<file path="src/design/rmq_pkg.sv">
package rmq_pkg;

  localparam int FRAC_BITS = 16;
  localparam int IN_W      = 18;
  localparam int ARG_W     = IN_W + 1;
  localparam int RAD_W     = 36;
  localparam int ROOT_W    = 18;
  localparam int REM_W     = 20;
  localparam int NUM_W     = IN_W + 1;
  localparam int DEN_W     = ROOT_W + 1;
  localparam int QB_W      = 17;
  localparam int SQRT_CELLS = ROOT_W;
  localparam int DIV_CELLS  = QB_W;
  localparam int LANES      = 3;
  localparam logic [QB_W-1:0] ONE = QB_W'(1) << FRAC_BITS;

  typedef enum logic [1:0] {
    BR_TRACE = 2'd0,
    BR_PIV_X = 2'd1,
    BR_PIV_Y = 2'd2,
    BR_PIV_Z = 2'd3
  } branch_t;

  typedef struct packed {
    logic [RAD_W-1:0]              rad;
    logic [REM_W-1:0]              rem;
    logic [ROOT_W-1:0]             root;
    branch_t                       branch;
    logic [LANES-1:0][NUM_W-1:0]   num;
  } sqrt_t;

  typedef struct packed {
    logic [LANES-1:0][DEN_W-1:0]   rem;
    logic [LANES-1:0][QB_W-1:0]    low;
    logic [LANES-1:0][QB_W-1:0]    quo;
    logic [LANES-1:0]              neg;
    logic [LANES-1:0]              ovf;
    logic [DEN_W-1:0]              den;
    logic [ROOT_W-1:0]             half;
    logic                          zero;
    branch_t                       branch;
  } div_t;

endpackage

</file>
<file path="src/design/rmq_sqrt_cell.sv">
module rmq_sqrt_cell (
  input  logic            clk,
  input  logic            rst,
  input  logic            en,
  input  logic            valid_in,
  input  rmq_pkg::sqrt_t  data_in,
  output logic            valid_out,
  output rmq_pkg::sqrt_t  data_out
);

  logic [rmq_pkg::REM_W+1:0] rem2;
  logic [rmq_pkg::REM_W+1:0] trial;
  logic                      ge;
  rmq_pkg::sqrt_t            data_next;

  always_comb begin
    rem2  = {data_in.rem, data_in.rad[rmq_pkg::RAD_W-1 -: 2]};
    trial = {2'b00, data_in.root, 2'b01};
    ge    = rem2 >= trial;
    data_next        = data_in;
    data_next.rad    = {data_in.rad[rmq_pkg::RAD_W-3:0], 2'b00};
    data_next.rem    = ge ? rmq_pkg::REM_W'(rem2 - trial) : rmq_pkg::REM_W'(rem2);
    data_next.root   = {data_in.root[rmq_pkg::ROOT_W-2:0], ge};
  end

  always_ff @(posedge clk) begin
    if (rst) begin
      valid_out <= 1'b0;
    end else if (en) begin
      valid_out <= valid_in;
    end
  end

  always_ff @(posedge clk) begin
    if (en) begin
      data_out <= data_next;
    end
  end

endmodule

</file>
<file path="config.mk">
export PLATFORM = sky130hd
export DESIGN_NAME = rmq_sqrt_cell
export DESIGN_NICKNAME = d
export VERILOG_FILES = /design/src/design/rmq_pkg.sv /design/src/design/rmq_sqrt_cell.sv
export SDC_FILE = /design/constraint.sdc
export NUM_CORES = 1
export LEC_CHECK = 0
export ABC_AREA = 0
export BUFFER_PORTS_ARGS = -buffer_cell sky130_fd_sc_hd__clkbuf_2
export CORE_MARGIN = 4
export CORE_UTILIZATION = 49
export CTS_BUF_LIST = sky130_fd_sc_hd__clkbuf_16
export DETAILED_ROUTE_END_ITERATION = 8
export GPL_TIMING_DRIVEN = 1
export HOLD_SLACK_MARGIN = 0.05
export PLACE_DENSITY_LB_ADDON = 0.2
export SYNTH_ARGS = -nofsm -noshare
export SYNTH_HDL_FRONTEND = slang
export SYNTH_SLANG_ARGS = --single-unit
</file>
<file path="constraint.sdc">
create_clock -name clk -period 6.7 [get_ports clk]
set_clock_uncertainty 0.15 [all_clocks]
set_input_delay 0.67 -clock clk [delete_from_list [all_inputs] [get_ports clk]]
set_output_delay 0.67 -clock clk [all_outputs]
set_load 0.02 [all_outputs]
</file>
# Word level (Yosys, flattened, before mapping)
# Index checks and enable logic that the tools add are counted.
[totals]
ff_bits = 132
in_bits = 137
wordCells = 11
[op_classes]
addsub = 1
n_lt_le_gt_ge = 1
mux = 1
[ops]
columns = ["operator", "count"]
rows = [
  ["$ge 22x20->1", 1],
  ["$mux 20", 1],
  ["$sub 20x20->20", 1],
]

# Depth between registers and ports, before layout
# Gate-level depths: netlist of the first run.
[logic_depth]
depth_word = 2
mapped_depth = 10

# Worst setup path before layout of the first run
# OpenSTA, ideal clock, no wires.
[synth_timing]
path_kind = "input to register"
startpoint = "in data_in[69] (netlist bit)"
endpoint = "reg data_out[89] (netlist bit), data pin"
setup_ns = 0.260
arrival_ns = 2.572
setup_slack_ns = 3.717
cell_stages = 9
path_cell_list = "inv_1 -> ha_1 -> a21oi_1 -> a21boi_0 -> a311o_2 -> a21oi_2 -> a211o_4 -> buf_6 -> mux2_4"
[synth_rtl]
columns = ["item", "line_no", "text"]
rows = [
  ["from (decl)", "rmq_sqrt_cell.sv:6", "input rmq_pkg::sqrt_t data_in,"],
  ["to (signal assigned)", "rmq_sqrt_cell.sv:36", "data_out <= data_next;"],
  ["to (decl)", "rmq_sqrt_cell.sv:8", "output rmq_pkg::sqrt_t data_out"],
]

==> results of run 1 <==
-- layout by cell type (no fill, tap or decap), drive strengths merged, types with 4 or more instances in the layout --
cell type / synthesis / routed
a211oi: 5 / 5
a21oi: 17 / 17
clkbuf: 1 / 284
edfxtp: 131 / 131
ha: 20 / 20
inv: 26 / 34
mux2: 18 / 18
nand2: 12 / 12
nand3: 6 / 6
nor2: 16 / 16
nor3: 5 / 5
nor4: 6 / 6
o21a: 4 / 4
o21ai: 9 / 9
xnor2: 8 / 8
xor2: 10 / 10
-- worst min path at each step --
stage	endpoint	slack (ns)	startpoint
global placement	valid_out	0.32	valid_out
CTS	valid_out	0.24	rst
detailed placement	valid_out	0.33	valid_out
finish	valid_out	0.27	rst
floorplan	valid_out	0.43	valid_out
global route	data_out[129]	0.26	data_in[127]
-- power by group --
group	total, mW	internal (mW)	switching (mW)	leakage [nW]
Combinational	0.405	0.160	0.245	1.82
Clock	0.919	0.558	0.360	0.287
Sequential	1.02	1.00	0.0210	1.29
Total	2.35	1.72	0.626	3.40
-- logic make-up after synthesis --
kind of cell | synth area share [%]
flip-flops | 72.5
XOR/XNOR | 2.89
buffers and inverters | 2.73
AND/OR/NAND/NOR | 5.05
AO/OA/AOI/OAI | 6.79
other | 0.0687
adder cells (fa/ha/maj) | 4.59
multiplexers | 5.43
-- synthesized netlist by cell type (2+ instances only) --
library cell and instances:
nand2_2 3, a221oi_1 2, o211ai_1 2, a211oi_1 5, ha_1 20, nand3_1 6, mux2i_1 3, o21a_1 4
nor2_1 16, xnor2_1 8, xor2_1 10, nand2_1 9, inv_1 26, o31ai_1 3, edfxtp_1 131, a21oi_1 16
buf_4 2, o21ai_0 8, nor3_1 5, mux2_4 17, nor4_1 5
-- area by class of cell --
class / instances / area [sq um] / share of cell area [%]
Inverter: 26 / 97.6 / 1.29
Multi-Input combinational cell: 167 / 1360 / 18.0
Sequential cell: 132 / 3950 / 52.5
Antenna cell: 1 / 2.50 / 0.0332
Clock buffer: 17 / 425 / 5.64
Tap cell: 140 / 175 / 2.32
Clock inverter: 15 / 170 / 2.26
Timing Repair Buffer: 269 / 1360 / 18.0
-- routing by layer --
layer	GRT usage, %	vias to the layer above	part of all wire (%)
met2	38.5	156	54
li1	-	1838	-
met3	7.32	20	8.0
met5	0	-	0
met4	8.17	0	2.4
met1	22.9	1815	35
-- flip-flops by register name, summed over array words and instances, names as in the netlist --
| signal | flops |
|---|---|
| data_out | 131 |
| valid_out | 1 |
==> flow_summary.json, run 1 <==
{
  "fillers": 774,
  "ir_drop_uv": 171,
  "ioPinCount": 271,
  "root_buffer": "clkbuf_16",
  "path_buf_inv": 2,
  "tritoncts": "done",
  "fin_crit_sh_pct": 44.4,
  "die_area_sq_um": 12900,
  "syn_area_per_cell_sq_um": 16.5,
  "fin_util_pct": 69.2,
  "crit_slowest_cell": "a311o_2",
  "yosys_most_used_dff": "edfxtp_1",
  "arrival_ns": 2.98,
  "drc": 0,
  "whs_ns": 0.266,
  "first_pass_iters": 4,
  "core_sq_um": 10900,
  "detailroute.via_count": 3829,
  "place_hpwl_mm": 11.1,
  "synth_seq_area_share_pct": 72.5,
  "place_ws_ns": 3.27,
  "start_kind": "input pin",
  "first_global_vias": 3858,
  "p_per_area_nw_per_um2": 311,
  "synth_top_area_cell": "edfxtp_1",
  "holdPathStages": 2,
  "clk_latency_ns": 0.40,
  "nNetsFinal": 770,
  "crit_end": "data_out[96]",
  "synth.ff_latch_count": 132,
  "drv_slew": 0,
  "antenna_found_initial": 1,
  "io_buffers": 268,
  "path_cells": "clkbuf_2, inv_1, ha_1, a21oi_1, o21ai_1, a311o_2, a21oi_2, a211o_4, mux2_2",
  "placed_area_sq_um": 6940,
  "max_stage_delay_ns": 0.44,
  "cts_setup_buffers": 0,
  "std_cell_rows": 38,
  "design_area_sq_um": 7540,
  "synth-edff-count": 131,
  "r2r-end": "valid_out",
  "async_flop_share_pct": 0,
  "cts_inserted_buffers": 17,
  "grt_setup_unrepaired": "false",
  "hold_viol": 0,
  "wl_per_cell_microns": 18.2,
  "fin_total_pwr_mw": 2.35,
  "required_ns": 6.71,
  "worstRegToRegCells": 2,
  "worstPathMaxFanout": 21,
  "ant_nets": 0,
  "grt_pass1_wl_mm": 20.6,
  "grt_usage_pct": 21.3,
  "setup_viol": 0,
  "fin_tns_setup_ns": 0,
  "clk_pin_slew_worst_paths_ns": 0.06,
  "place_inst": 734,
  "tightest_slew_ns": 1.01,
  "holdBufCountCts": 0,
  "ys_warn_count": 0,
  "drive_above_1_share_pct": 52.2,
  "die_h_microns": 114,
  "clock_path_buffers": 2,
  "vias_per_cell": 4.99,
  "hold_class": "in -> reg",
  "post_cts_resized": 0,
  "crit_path_end_kind": "flop",
  "critical_path_depth": 9,
  "synth.distinct_cells": 50,
  "grt.overflow.total": 0,
  "cts.sinks": 132,
  "maxSlewHeadroom_pct": 32.5,
  "cts_htree_levels": 4,
  "gp_congestion": 0.870,
  "cellLeakagePower_nw": 3.40,
  "path_delay_family": "compound AO/OA/AOI/OAI gates",
  "max_cap_violations": 0,
  "yosys.area.top_type_share_pct": 72.1,
  "area_delta_synth_final_pct": 38.1,
  "drtIter0Drc": 252,
  "wl_mm": 14.0,
  "start_util_pct": 50.1,
  "syn-cell-area_sq_um": 5460,
  "r2r_setup_slack_ns": 5.97,
  "ys_top_cells_by_area": "edfxtp_1 (72%), mux2_4 (4.7%), ha_1 (4.6%), inv_1 (1.8%), xor2_1 (1.6%)",
  "syn_inst": 330,
  "fin_ws_ns": 3.73,
  "min_period_ns": 2.97,
  "layoutNonFillerInstCount": 767,
  "r2r-start": "valid_out",
  "outcome": "finished clean",
  "dieWidth_microns": 114,
  "grt_max_degree": 84,
  "fmax_mhz": 336,
  "crit_start": "data_in[66]",
  "path_class": "in -> reg"
}
(Power assumes the default switching activity.)
==> inputs of run 2 (changes only) <==
CORE_UTILIZATION = 41   (was 49)
clock period = 2.6 ns   (was 6.7 ns; I/O delays follow)
==> run 2 against run 1 <==
Core utilization up 2.9 points. Sequential share of layout area down 9.7 points. Sequential cell count stayed put. Highest routed layer unchanged.
==> flow_summary.json, run 2 (synthesis results as in run 1) <==
{
  "outcome": "finished clean",
  "start_kind": "input pin",
  "root_buffer": "clkbuf_16",
  "crit_top_cell": "inv_1",
  "largest_reg_flops": 131,
  "first_pass_iters": 4,
  "std_cell_rows": 41,
  "fin_tns_setup_ns": 0,
  "path_buf_inv": 6,
  "grt-busiest-layer": "met2",
  "r2r_setup_slack_ns": 1.32,
  "ant_nets": 0,
  "io_buffers": 268,
  "diodes": 0,
  "wl_per_cell_microns": 17.4,
  "gp_congestion": 0.853,
  "p_per_area_nw_per_um2": 671,
  "grtUsageMet3_pct": 6.77,
  "clock_path_buffers": 2,
  "area_delta_synth_final_pct": 69.4,
  "tritoncts": "done",
  "antenna_found_initial": 0,
  "path_cells": "dlygate4sd3_1, clkbuf_2, inv_1, ha_4, inv_1, o21ai_2, nor2_1, a211o_4, buf_12, buf_4, mux2_4",
  "vias_per_cell": 4.75,
  "r2r-end": "valid_out",
  "hold_class": "in -> reg",
  "grt_setup_unrepaired": "false",
  "min_period_ns": 2.45,
  "most-common-layout-cells": "clkbuf_2 (265), edfxtp_1 (131), dlygate4sd3_1 (122)",
  "setup_viol": 0,
  "path_class": "in -> reg",
  "cts_htree_levels": 4,
  "first_global_vias": 4789,
  "min_from": "data_in[92]",
  "fmax_mhz": 409,
  "wl_mm": 16.9,
  "final_common_cell": "clkbuf_2",
  "detailroute.via_count": 4603,
  "met1_usage_pct": 22.2,
  "grt_pass1_wl_mm": 24.8,
  "worstRegToRegCells": 3,
  "crit_path_end_kind": "flop",
  "arrival_ns": 2.46,
  "critical_path_depth": 11,
  "r2r-start": "valid_out",
  "cts_inserted_buffers": 17,
  "cellLeakagePower_nw": 4.18,
  "ioPinCount": 271,
  "max_cap_violations": 0,
  "drc": 0,
  "place_hpwl_mm": 11.3,
  "max_stage_delay_ns": 0.52,
  "core_sq_um": 12800,
  "ir_drop_uv": 328,
  "required_ns": 2.61,
  "die_area_sq_um": 15200,
  "grt_max_degree": 50,
  "fin_crit_sh_pct": 94.1,
  "reg_top3": "data_out (131), valid_out (1)",
  "drive_above_1_share_pct": 47.2,
  "dieWidth_microns": 123,
  "top_register": "data_out",
  "cts.sinks": 132,
  "crit_slowest_cell": "dlygate4sd3_1",
  "path_delay_family": "buffers and inverters",
  "die_h_microns": 123,
  "start_util_pct": 42.5,
  "hold_viol": 0,
  "met2_usage_pct": 40.7,
  "drv_slew": 0,
  "worstPathMaxFanout": 7,
  "hold_path_end": "data_out[94]",
  "fin_util_pct": 72.1,
  "grt.overflow.total": 0,
  "nNetsFinal": 942,
  "clk_pin_slew_worst_paths_ns": 0.06,
  "fin_total_pwr_mw": 6.21,
  "drtIter0Drc": 250,
  "clk_latency_ns": 0.41,
  "holdPathStages": 2,
  "grt_usage_pct": 21.7
}
==> run 2: cell count changes in the layout (fill, tap and decap cells not counted), moves of 2 or more <==
cell,previous run,this run
inv_1,27,30
clkinv_1,0,2
buf_4,1,47
buf_12,0,4
clkinv_2,0,2
inv_8,2,0
dlymetal6s4s_1,0,2
dlygate4sd3_1,0,122
clkbuf_2,267,265
ha_4,0,2
ha_1,20,18
clkinv_4,2,0
inv_6,5,1
==> run 2: where the power goes <==
| group | internal (mW) | switching (mW) |
|---|---|---|
| registers | 2.58 | 0.0612 |
| clock network | 1.38 | 0.845 |
| logic | 0.635 | 0.706 |
==> run 2: metrics by stage <==
stage	cell area (sq um)	cells	setup WS, ns	hold slack [ns]
final	9250	969	0.153	0.0657
after floorplan	5460	331	0.0274	0.182
after global placement	7370	812	-0.0684	0.268
after detailed placement	7370	812	-0.190	0.276
after CTS	9160	966	0.00942	0.0521
after global routing	9250	969	0.0199	0.0533
==> run 2: worst max-delay path by stage <==
| stage | startpoint | end | slack [ns] |
|---|---|---|---|
| final | data_in[75] | data_out[80] | 0.15 |
| after detailed placement | data_in[65] | data_out[94] | -0.19 |
| after CTS | data_in[70] | data_out[84] | 0.009 |
| after floorplan | data_in[69] | data_out[89] | 0.03 |
| after global routing | data_in[64] | data_out[94] | 0.02 |
| after global placement | data_in[64] | data_out[94] | -0.07 |
==> run 2: repair_timing <==
action,CTS,global route
setup endpoints to repair,0,18
hold endpoints to repair,122,1
buffers inserted,0,4
resized for setup,0,14
hold buffers,123,1
==> run 2: layout make-up <==
| cell class | count | area, sq um |
|---|---|---|
| clock buffer | 17 | 425 |
| inverter | 26 | 97.6 |
| fill | 873 | 3580 |
| multi-input combinational | 167 | 1410 |
| tap | 172 | 215 |
| clock inverter | 14 | 124 |
| timing repair buffer | 441 | 3020 |
| sequential | 132 | 3950 |
==> run 2: routing by layer <==
layer | vias to the layer above | wire length [microns]
li1 | 2171 | -
met1 | 2184 | 5740
met2 | 212 | 9110
met3 | 36 | 1520
met4 | 0 | 504
met5 | - | 0
==> run 2: worst register-to-register path, cell delays in order (launching register included) <==
cell and delay, ns:
dfxtp_1 0.31, mux2i_1 0.12, nor2_1 0.05, dlygate4sd3_1 0.54
