[config.mk]
export PLATFORM = sky130hd
export DESIGN_NAME = rmq_div_cell
export DESIGN_NICKNAME = d
export VERILOG_FILES = /design/src/design/rmq_pkg.sv /design/src/design/rmq_div_cell.sv
export SDC_FILE = /design/constraint.sdc
export NUM_CORES = 1
export LEC_CHECK = 0
export ABC_AREA = 1
export BUFFER_PORTS_ARGS = -buffer_cell sky130_fd_sc_hd__clkbuf_2
export CAP_MARGIN = 10
export CORE_ASPECT_RATIO = 0.8
export CORE_MARGIN = 3
export CORE_UTILIZATION = 45
export DETAILED_ROUTE_END_ITERATION = 10
export PLACE_DENSITY = 0.82
export SYNTH_ARGS = -nofsm -noshare
export SYNTH_HDL_FRONTEND = slang
export SYNTH_SLANG_ARGS = --single-unit
[constraint.sdc]
create_clock -name clk -period 1.84 [get_ports clk]
set_clock_uncertainty 0.05 [all_clocks]
set_input_delay 0.092 -clock clk [delete_from_list [all_inputs] [get_ports clk]]
set_output_delay 0.092 -clock clk [all_outputs]
set_load 0.02 [all_outputs]
[src/design/rmq_pkg.sv]
package rmq_pkg;

  localparam int FRAC_BITS = 16;
  localparam int IN_W      = 18;
  localparam int ARG_W     = IN_W + 1;
  localparam int RAD_W     = 36;
  localparam int ROOT_W    = 18;
  localparam int REM_W     = 20;
  localparam int NUM_W     = IN_W + 1;
  localparam int DEN_W     = ROOT_W + 1;
  localparam int QB_W      = 17;
  localparam int SQRT_CELLS = ROOT_W;
  localparam int DIV_CELLS  = QB_W;
  localparam int LANES      = 3;
  localparam logic [QB_W-1:0] ONE = QB_W'(1) << FRAC_BITS;

  typedef enum logic [1:0] {
    BR_TRACE = 2'd0,
    BR_PIV_X = 2'd1,
    BR_PIV_Y = 2'd2,
    BR_PIV_Z = 2'd3
  } branch_t;

  typedef struct packed {
    logic [RAD_W-1:0]              rad;
    logic [REM_W-1:0]              rem;
    logic [ROOT_W-1:0]             root;
    branch_t                       branch;
    logic [LANES-1:0][NUM_W-1:0]   num;
  } sqrt_t;

  typedef struct packed {
    logic [LANES-1:0][DEN_W-1:0]   rem;
    logic [LANES-1:0][QB_W-1:0]    low;
    logic [LANES-1:0][QB_W-1:0]    quo;
    logic [LANES-1:0]              neg;
    logic [LANES-1:0]              ovf;
    logic [DEN_W-1:0]              den;
    logic [ROOT_W-1:0]             half;
    logic                          zero;
    branch_t                       branch;
  } div_t;

endpackage

[src/design/rmq_div_cell.sv]
module rmq_div_cell (
  input  logic           clk,
  input  logic           rst,
  input  logic           en,
  input  logic           valid_in,
  input  rmq_pkg::div_t  data_in,
  output logic           valid_out,
  output rmq_pkg::div_t  data_out
);

  logic [rmq_pkg::DEN_W:0] rem2 [rmq_pkg::LANES];
  logic                    ge   [rmq_pkg::LANES];
  rmq_pkg::div_t           data_next;

  always_comb begin
    data_next = data_in;
    for (int l = 0; l < rmq_pkg::LANES; l++) begin
      rem2[l] = {data_in.rem[l], data_in.low[l][rmq_pkg::QB_W-1]};
      ge[l]   = rem2[l] >= {1'b0, data_in.den};
      data_next.rem[l] = ge[l] ? rmq_pkg::DEN_W'(rem2[l] - {1'b0, data_in.den})
                               : rmq_pkg::DEN_W'(rem2[l]);
      data_next.low[l] = {data_in.low[l][rmq_pkg::QB_W-2:0], 1'b0};
      data_next.quo[l] = {data_in.quo[l][rmq_pkg::QB_W-2:0], ge[l]};
    end
  end

  always_ff @(posedge clk) begin
    if (rst) begin
      valid_out <= 1'b0;
    end else if (en) begin
      valid_out <= valid_in;
    end
  end

  always_ff @(posedge clk) begin
    if (en) begin
      data_out <= data_next;
    end
  end

endmodule

# Yosys cells after proc, flatten, opt, wreduce, memory -nomap -nowiden
# Cells that the tools add are included.
[totals]
elab_cells = 25
output_inout_bits = 206
input_bits = 209
ff_bits = 203
[classes]
mux = 3
magnitude_cmp = 3
addsub = 3
[op_table]
columns = ["cell", "n"]
rows = [
  [">= comparator 20 x 19 -> 1 bit", 3],
  ["2-to-1 mux 19 bit", 3],
  ["subtractor 19 bit", 3],
]

# Longest topological paths before layout
# Gate-level depths: netlist (run 1).
[logic_depth]
depth_word = 2
ltp_mapped = 14
ltp_nobuf = 13

# Worst setup path before layout (run 1)
# No wires, ideal clock.
[synth_path]
kind = "input to register"
from = "in data_in[113] (netlist bit)"
to = "reg data_out[152] (netlist bit), data pin"
setup_slack_ns = -0.122
setup_time_ns = 0.252
path_buffers = 1
stages = 13
t_required_ns = 1.538
t_arrival_ns = 1.659
path_cell_list = "inv_1 -> ha_1 -> fa_1 -> nand3b_1 -> nand2_2 -> nand3_1 -> nand3_1 -> nand2_1 -> nand2_4 -> inv_4 -> buf_8 -> nand2_1 -> nand2_1"
[synth_rtl]
columns = ["element", "line_no", "rtl"]
rows = [
  ["from (decl)", "rmq_div_cell.sv:6", "input rmq_pkg::div_t data_in,"],
  ["to (signal assigned)", "rmq_div_cell.sv:37", "data_out <= data_next;"],
  ["to (decl)", "rmq_div_cell.sv:8", "output rmq_pkg::div_t data_out"],
]

==> results.cfg, run 1 <==
[die]
die_h_um = 144
start_util = 0.466
row_count = 49
core_mm2 = 0.0229
die_w_um = 178
dieArea_mm2 = 0.0256
io_pins = 415

[yosys]
yosysWarnings = 0
yosys-top-cells-area = edfxtp_1, nand2_1, ha_1, inv_1, nand3_1
yosysUniqueCellTypes = 38
synth_top_cell_by_area = edfxtp_1
synthArstFlopShare = 0
yosysSeqAreaShare = 0.571
synth-seq-cells = 203
synth_top_flop_cell = edfxtp_1
synth.top_cells.by_count = nand2_1, edfxtp_1, inv_1
netlist.area_leader.share = 0.569
netlist_area_mm2 = 0.0107
yosysMostFrequentCell = nand2_1
syn_area_per_cell_um2 = 9.89
synth_edf_count = 202
syn_inst = 1079

[timing]
hold_viol = 2
holdWs_ns = -0.00409
min_period_over_period = 0.975
final-setup-viol-count = 0
period_needed_ns = 1.79
slew_viol_final = 0
rsz0062_at_grt = true
max_freq_ghz = 0.557

[placed_design]
dp_cells = 1916
place_congestion = 0.973
hpwlAfterDp_um = 28400
io_buffers = 408

[power_and_ir_drop]
p_int_mw = 9.85
switchingPower_mw = 4.49
swShare = 0.313
p_comb_frac = 0.285
leakagePower_nw = 8.42
power.share.sequential = 0.406
pwr-share-clk = 0.309
power_mw = 14.3
ir_worst_vdd_mv = 0.588
power.density_mw_per_mm2 = 826

[clock_network]
cts_max_level = 1
clock-root-buffer = clkbuf_16
numCtsBuffers = 22
clock-sinks = 203
clk_pin_slew_ns = 0.06
clock_path_buffers = 3
clk_latency_ns = 0.52
cts_tree = yes

[finish]
multi_input_area_mm2 = 0.00441
drive_gt1_frac = 0.377
instances_no_fill = 2157
layout-area-overhead-vs-synth_pct = 62.8
fillers = 1430
seq_area_mm2 = 0.00609
nNetsFinal = 2100

[grt]
antenna_found_initial = 4
grt_use_total = 0.308
grt_overflow = 0
grt_start_max_net_pins = 48
grt_pass1_vias = 10887
grt_pass1_wl_um = 60100

[worst_setup_path]
path_class = primary input to register
slowest_delay_ns = 0.53
crit_fanout = 17
path_buf_inv = 4
worstPathCellList = dlygate4sd3_1, clkbuf_2, ha_4, nand4_1, inv_2, buf_4, nand4_1, and2_4, nand3_1, nand2_1
worstPathArrival_ns = 2.02
slowest_stage = dlygate4sd3_1
critPathLaunchType = primary input
critPathTopFamily = buffers and inverters
cpMostUsedCell = nand4_1
cp-end-kind = register
crit_required_ns = 2.07

[routing]
detail-route-antenna-nets = 0
drc = 0
num_vias = 11049
drt-initial-drc-count = 961
drt_pass1_iterations = 7
wl_um = 42700
wire_per_inst_um = 19.8
viasPerCell = 5.12

[flow_run]
drv_cap = 0

[outcome]
violations = hold timing
status = finished with violations

[hold_path]
hp-class = primary input to register
final timing paths:
kind | from | endpoint | slack [ns] | depth (start not counted)
max | data_in[202] | data_out[189]$_DFFE_PP_ | 0.05 | 10
max reg2reg | valid_out$_SDFFE_PP0P_ | valid_out$_SDFFE_PP0P_ | 0.64 | 3
min reg2reg | valid_out$_SDFFE_PP0P_ | valid_out$_SDFFE_PP0P_ | 0.99 | 3
min | data_in[169] | data_out[170]$_DFFE_PP_ | -0.004 | 3
flip-flops by register name, summed over array words and instances, names as in the netlist:
register and count:
data_out 202, valid_out 1
area by class of cell:
cell class / instances / area share
Antenna cell: 4 / 0.000577
Clock buffer: 26 / 0.0326
Clock inverter: 14 / 0.00879
Inverter: 129 / 0.0290
Multi-Input combinational cell: 735 / 0.254
Sequential cell: 203 / 0.351
Tap cell: 306 / 0.0221
Timing Repair Buffer: 738 / 0.301
Timing Repair inverter: 2 / 0.00101
per-layer routing:
layer  part of all wire  GRT usage  vias up
li1                   -          -     5103
met1               0.37      0.371     5201
met4              0.051      0.141        2
met2               0.49      0.529      600
met3              0.090     0.0705      143
met5            0.00040          0        -
cells in the final DEF, fill, tap and decap left out, types with 35 or more instances in the layout:
cell type        n
edfxtp_1       202
ha_1            37
dlygate4sd3_1  190
nand2_2         35
clkbuf_2       394
inv_1          118
nand2_1        342
buf_4          126
nand3_1         63
nor2_1          55
repair_timing:
item | in CTS | in global routing
setup endpoints to repair | 0 | 59
hold buffers | 200 | 1
gates resized for setup | 0 | 94
hold endpoints to repair | 222 | 1
buffers inserted | 0 | 4
stage by stage:
stage | area [um^2] | setup slack, ns | setup TNS [ns] | utilization
5_1_grt | 17400 | -0.0433 | -0.336 | 0.759
3_5_place_dp | 14100 | -0.311 | -13.58 | 0.617
6_report | 17400 | 0.0453 | 0 | 0.759
4_1_cts | 16800 | 0.00344 | 0 | 0.736
2_1_floorplan | 10700 | 0.00439 | 0 | -
3_3_place_gp | 14100 | -0.299 | -11.68 | 0.617
power groups by stage:
stage | Combinational, mW | Clock, mW | Sequential [mW]
after floorplan | 1.27 | 0 | 6.47
after global placement | 3.35 | 0 | 5.86
after detailed placement | 3.41 | 0 | 5.88
after CTS | 3.78 | 4.48 | 5.79
after global routing | 4.37 | 4.68 | 5.85
final | 4.09 | 4.43 | 5.82
kinds of logic after synthesis:
| family | share of synthesized area |
|---|---|
| other | 0.000352 |
| xor gates and xnor gates | 0.0238 |
| adders and majority gates | 0.0725 |
| AOI/OAI and AO/OA | 0.0335 |
| and+or+nand+nor | 0.239 |
| DFF | 0.571 |
| buffers and inverters | 0.0597 |
| muxes | 0.000938 |
worst register-to-register path: cells and delay by family, from the launching register on:
kind | cells | cell delay, ns
and+or+nand+nor | 1 | 0.05
buffers and inverters | 1 | 0.54
muxes | 1 | 0.14
DFF | 1 | 0.31
Power figures use the tool's default switching activity.
==> run 2, diff against run 1 <==
--- a/config.mk
+++ b/config.mk
@@ -8,11 +8,10 @@
 export ABC_AREA = 1
 export BUFFER_PORTS_ARGS = -buffer_cell sky130_fd_sc_hd__clkbuf_2
 export CAP_MARGIN = 10
-export CORE_ASPECT_RATIO = 0.8
-export CORE_MARGIN = 3
-export CORE_UTILIZATION = 45
+export CORE_AREA = 3 3 159 161
 export DETAILED_ROUTE_END_ITERATION = 10
-export PLACE_DENSITY = 0.82
+export DIE_AREA = 0 0 162 164
+export PLACE_DENSITY = 0.77
 export SYNTH_ARGS = -nofsm -noshare
 export SYNTH_HDL_FRONTEND = slang
 export SYNTH_SLANG_ARGS = --single-unit
==> constraint.sdc (replaced) <==
create_clock -name clk -period 1.7 [get_ports clk]
set_clock_uncertainty 0.05 [all_clocks]
set_input_delay 0.085 -clock clk [delete_from_list [all_inputs] [get_ports clk]]
set_output_delay 0.085 -clock clk [all_outputs]
set_load 0.02 [all_outputs]
==> results.cfg, run 2 (synthesis gave the netlist of run 1 again) <==
[worst_setup_path]
critPathLaunchType = primary input
crit_fanout = 5
worstPathArrival_ns = 1.89
cp-end-kind = register
path_class = primary input to register
crit_required_ns = 1.93

[finish]
fin_area_mm2 = 0.0175
largest-register = data_out
top_regs = data_out: 202 flops, valid_out: 1 flops
nNetsFinal = 2150
multi_input_area_mm2 = 0.00410
fillers = 1737
postLayoutCoreUtil = 0.726
largest_reg_flops = 202
final_common_cell = clkbuf_2
instances_no_fill = 2227
layout-area-overhead-vs-synth_pct = 64.1
seq_area_mm2 = 0.00609
drive_gt1_frac = 0.369
layout_common_cells = clkbuf_2, nand2_1, edfxtp_1

[grt]
grt_pass1_wl_um = 64400
grt_pass1_vias = 11216
grt_overflow = 0
grt_start_max_net_pins = 45
antenna_found_initial = 8
grt_use_total = 0.316

[clock_network]
clk_pin_slew_ns = 0.06
cts_max_level = 1
clk_latency_ns = 0.52
cts_setup_buffers = 0
numCtsBuffers = 24
clock_path_buffers = 3
cts_tree = yes
clock-root-buffer = clkbuf_16
clock-sinks = 203

[placed_design]
hpwlAfterDp_um = 30300
place_congestion = 0.970
dp_cells = 1978
dp_slack_ns = -0.428
placedInstanceArea_mm2 = 0.0146
io_buffers = 408

[die]
die_h_um = 164
die_w_um = 162
row_count = 57
io_pins = 415
start_util = 0.442
core_mm2 = 0.0241
dieArea_mm2 = 0.0266

[routing]
drt_pass1_iterations = 5
drt-initial-drc-count = 793
viasPerCell = 4.95
wire_per_inst_um = 19.7
detail-route-antenna-nets = 0
wl_um = 43800
num_vias = 11029
drc = 0

[power_and_ir_drop]
leakagePower_nw = 8.59
power_mw = 16.0
ir_worst_vdd_mv = 0.736
power.density_mw_per_mm2 = 914

[hold_path]
hp-class = primary input to register

[outcome]
status = finished with violations
violations = hold timing

[timing]
hold_viol = 1
max_freq_ghz = 0.601
layout_setup_ws_ns = 0.0363
final-setup-viol-count = 0
period_needed_ns = 1.66
min_period_over_period = 0.979
holdWs_ns = -0.00903
slew_viol_final = 0

[flow_run]
drv_cap = 0
[run 2: metal layers]
layer | track usage | routed length (um)
met5 | 0 | 49
met4 | 0.166 | 2690
met3 | 0.0694 | 3660
met2 | 0.541 | 21000
met1 | 0.373 | 16400
[run 2: power by group]
group | internal [mW] | switching (mW) | total [mW]
logic | 1.82 | 2.55 | 4.38
clock network | 3.09 | 2.25 | 5.34
registers | 6.11 | 0.171 | 6.29
total | 11.0 | 4.97 | 16.0
[run 2: path summary, 6_finish.rpt]
check,from,to,slack (ns),cells past startpoint
worst max-delay path,data_in[29],data_out[190]$_DFFE_PP_,0.04,12
worst min-delay path,data_in[203],data_out[204]$_DFFE_PP_,-0.009,3
worst max register to register,valid_out$_SDFFE_PP0P_,valid_out$_SDFFE_PP0P_,0.52,3
worst min register to register,valid_out$_SDFFE_PP0P_,valid_out$_SDFFE_PP0P_,0.99,3
[run 2: layout make-up]
class | instances | share of cell area
antenna | 4 | 0.000572
clock buffer | 26 | 0.0347
clock inverter | 18 | 0.0116
inverter | 129 | 0.0301
multi-input combinational | 737 | 0.234
sequential | 203 | 0.348
tap | 324 | 0.0232
timing repair buffer | 786 | 0.318
[run 2: worst max-delay path, stage by stage]
cell	delay (ns)
clkbuf_2	0.09
inv_1	0.14
ha_1	0.40
nand2_2	0.07
buf_4	0.14
nor2_2	0.13
nand2_2	0.09
clkinv_1	0.07
nand4_1	0.23
and2_4	0.29
nand3_1	0.10
nand2_1	0.06
[run 2: metrics by stage]
step                      hold WS [ns]  TNS (ns)
after floorplan                  0.107     -2.30
after global placement           0.196    -20.18
after detailed placement         0.200    -21.77
after CTS                       0.0157         0
after global routing            0.0415    -0.472
final                         -0.00903         0
[run 2: what timing repair did]
action,CTS,global route
endpoints found under the setup margin,0,30
hold buffers,201,0
gates resized for setup,0,13
hold endpoints to repair,228,0
==> run 3, diff against run 2 <==
--- a/config.mk
+++ b/config.mk
@@ -12,6 +12,7 @@
 export DETAILED_ROUTE_END_ITERATION = 10
 export DIE_AREA = 0 0 162 164
 export PLACE_DENSITY = 0.77
+export SETUP_SLACK_MARGIN = 0.05
 export SYNTH_ARGS = -nofsm -noshare
 export SYNTH_HDL_FRONTEND = slang
 export SYNTH_SLANG_ARGS = --single-unit
==> results.cfg, run 3 (synthesis gave the netlist of run 1 again) <==
[outcome]
status = complete, no violations

[die]
dieArea_mm2 = 0.0266
start_util = 0.442
die_w_um = 162
core_mm2 = 0.0241
die_h_um = 164
row_count = 57
io_pins = 415

[finish]
layout-area-overhead-vs-synth_pct = 64.0
top_regs = data_out: 202 flops, valid_out: 1 flops
nNetsFinal = 2157
drive_gt1_frac = 0.374
largest_reg_flops = 202
largest-register = data_out
layout_common_cells = clkbuf_2, nand2_1, edfxtp_1
final_common_cell = clkbuf_2
fin_area_mm2 = 0.0175
instances_no_fill = 2235

[placed_design]
hpwlAfterDp_um = 30500
place_congestion = 0.942
io_buffers = 408
placedInstanceArea_mm2 = 0.0147
dp_cells = 1988
dp_slack_ns = -0.484

[power_and_ir_drop]
switchingPower_mw = 4.89
leakagePower_nw = 8.60
power_mw = 16.1
ir_worst_vdd_mv = 0.618
swShare = 0.303
power.density_mw_per_mm2 = 920
p_int_mw = 11.2
pwr-share-clk = 0.341
p_comb_frac = 0.269
power.share.sequential = 0.391

[clock_network]
cts_setup_buffers = 0
clock-root-buffer = clkbuf_16
clock_path_buffers = 3
clock-sinks = 203
cts_max_level = 1
cts_tree = yes
numCtsBuffers = 23
clk_pin_slew_ns = 0.06
clk_latency_ns = 0.52

[timing]
rsz0062_at_grt = true
period_needed_ns = 1.56
hold_viol = 0
min_period_over_period = 0.918
tns_ns = 0
relSlewSlack = 0.325
worst_slew_pin_slew_ns = 1.01
layout_setup_ws_ns = 0.139
max_freq_ghz = 0.641
slew_viol_final = 0
final-setup-viol-count = 0

[hold_path]
hp-class = primary input to register

[grt]
grt_overflow = 0
grt_use_total = 0.311
grt_start_max_net_pins = 58
grt_pass1_wl_um = 62700
grt_pass1_vias = 10949
antenna_found_initial = 10

[routing]
wl_um = 42700
drc = 0
num_vias = 10864
drt_pass1_iterations = 5
detail-route-antenna-nets = 0
viasPerCell = 4.86
wire_per_inst_um = 19.1
drt-initial-drc-count = 910

[worst_setup_path]
path_class = primary input to register
critPathLaunchType = primary input
crit_fanout = 22
cp-end-kind = register
crit_required_ns = 1.91
worstPathArrival_ns = 1.77

[flow_run]
drv_cap = 0
## run 3: path summary, 6_finish.rpt
kind / depth (start not counted) / to / slack [ns] / start
max: 12 / data_out[167]$_DFFE_PP_ / 0.14 / data_in[21]
min: 4 / data_out[168]$_DFFE_PP_ / 0.03 / data_in[167]
max reg2reg: 3 / valid_out$_SDFFE_PP0P_ / 0.47 / valid_out$_SDFFE_PP0P_
min reg2reg: 3 / valid_out$_SDFFE_PP0P_ / 1.04 / valid_out$_SDFFE_PP0P_
## run 3: timing repair
item,CTS,global route
endpoints found under the hold margin,215,1
gates resized for setup,0,8
hold buffers,198,1
endpoints found under the setup margin,0,44
## run 3: routing by layer
metal  vias up  global-route usage  part of all wire
li1       5234                   -                 -
met1      5010               0.360              0.37
met2       497               0.541              0.49
met3       115              0.0779             0.083
met4         8               0.148             0.055
met5         -                   0            0.0016
## run 3: worst max-delay path, cell delays in order
cell	delay, ns
clkbuf_4	0.20
ha_4	0.21
fa_2	0.40
nor2_2	0.14
inv_2	0.06
nand2_2	0.09
nand3_2	0.07
nand2_2	0.08
nand2_2	0.06
nand2_4	0.11
buf_12	0.16
o21ai_1	0.08
## run 3: final cells by class
cell class | instances | area [um^2]
clock inverters | 17 | 239
inverters | 129 | 529
fillers | 1743 | 6610
multi-input cells | 735 | 4050
clock buffers | 25 | 583
well taps | 324 | 405
diodes | 6 | 15.0
repair buffers | 796 | 5590
flip-flops and latches | 203 | 6090
## run 3: through the flow
step           hold WS [ns]   util
2_1_floorplan         0.107      -
6_report             0.0328  0.726
3_3_place_gp          0.195  0.608
5_1_grt              0.0529  0.726
4_1_cts              0.0103  0.724
3_5_place_dp          0.196  0.608
## run 3: power by group through the flow
stage / clock network [mW] / logic [mW] / registers (mW)
floorplan: 0 / 1.40 / 7.00
global placement: 0 / 3.82 / 6.36
detailed placement: 0 / 3.87 / 6.37
CTS: 5.54 / 4.27 / 6.27
global route: 5.79 / 4.67 / 6.33
finish: 5.49 / 4.33 / 6.29
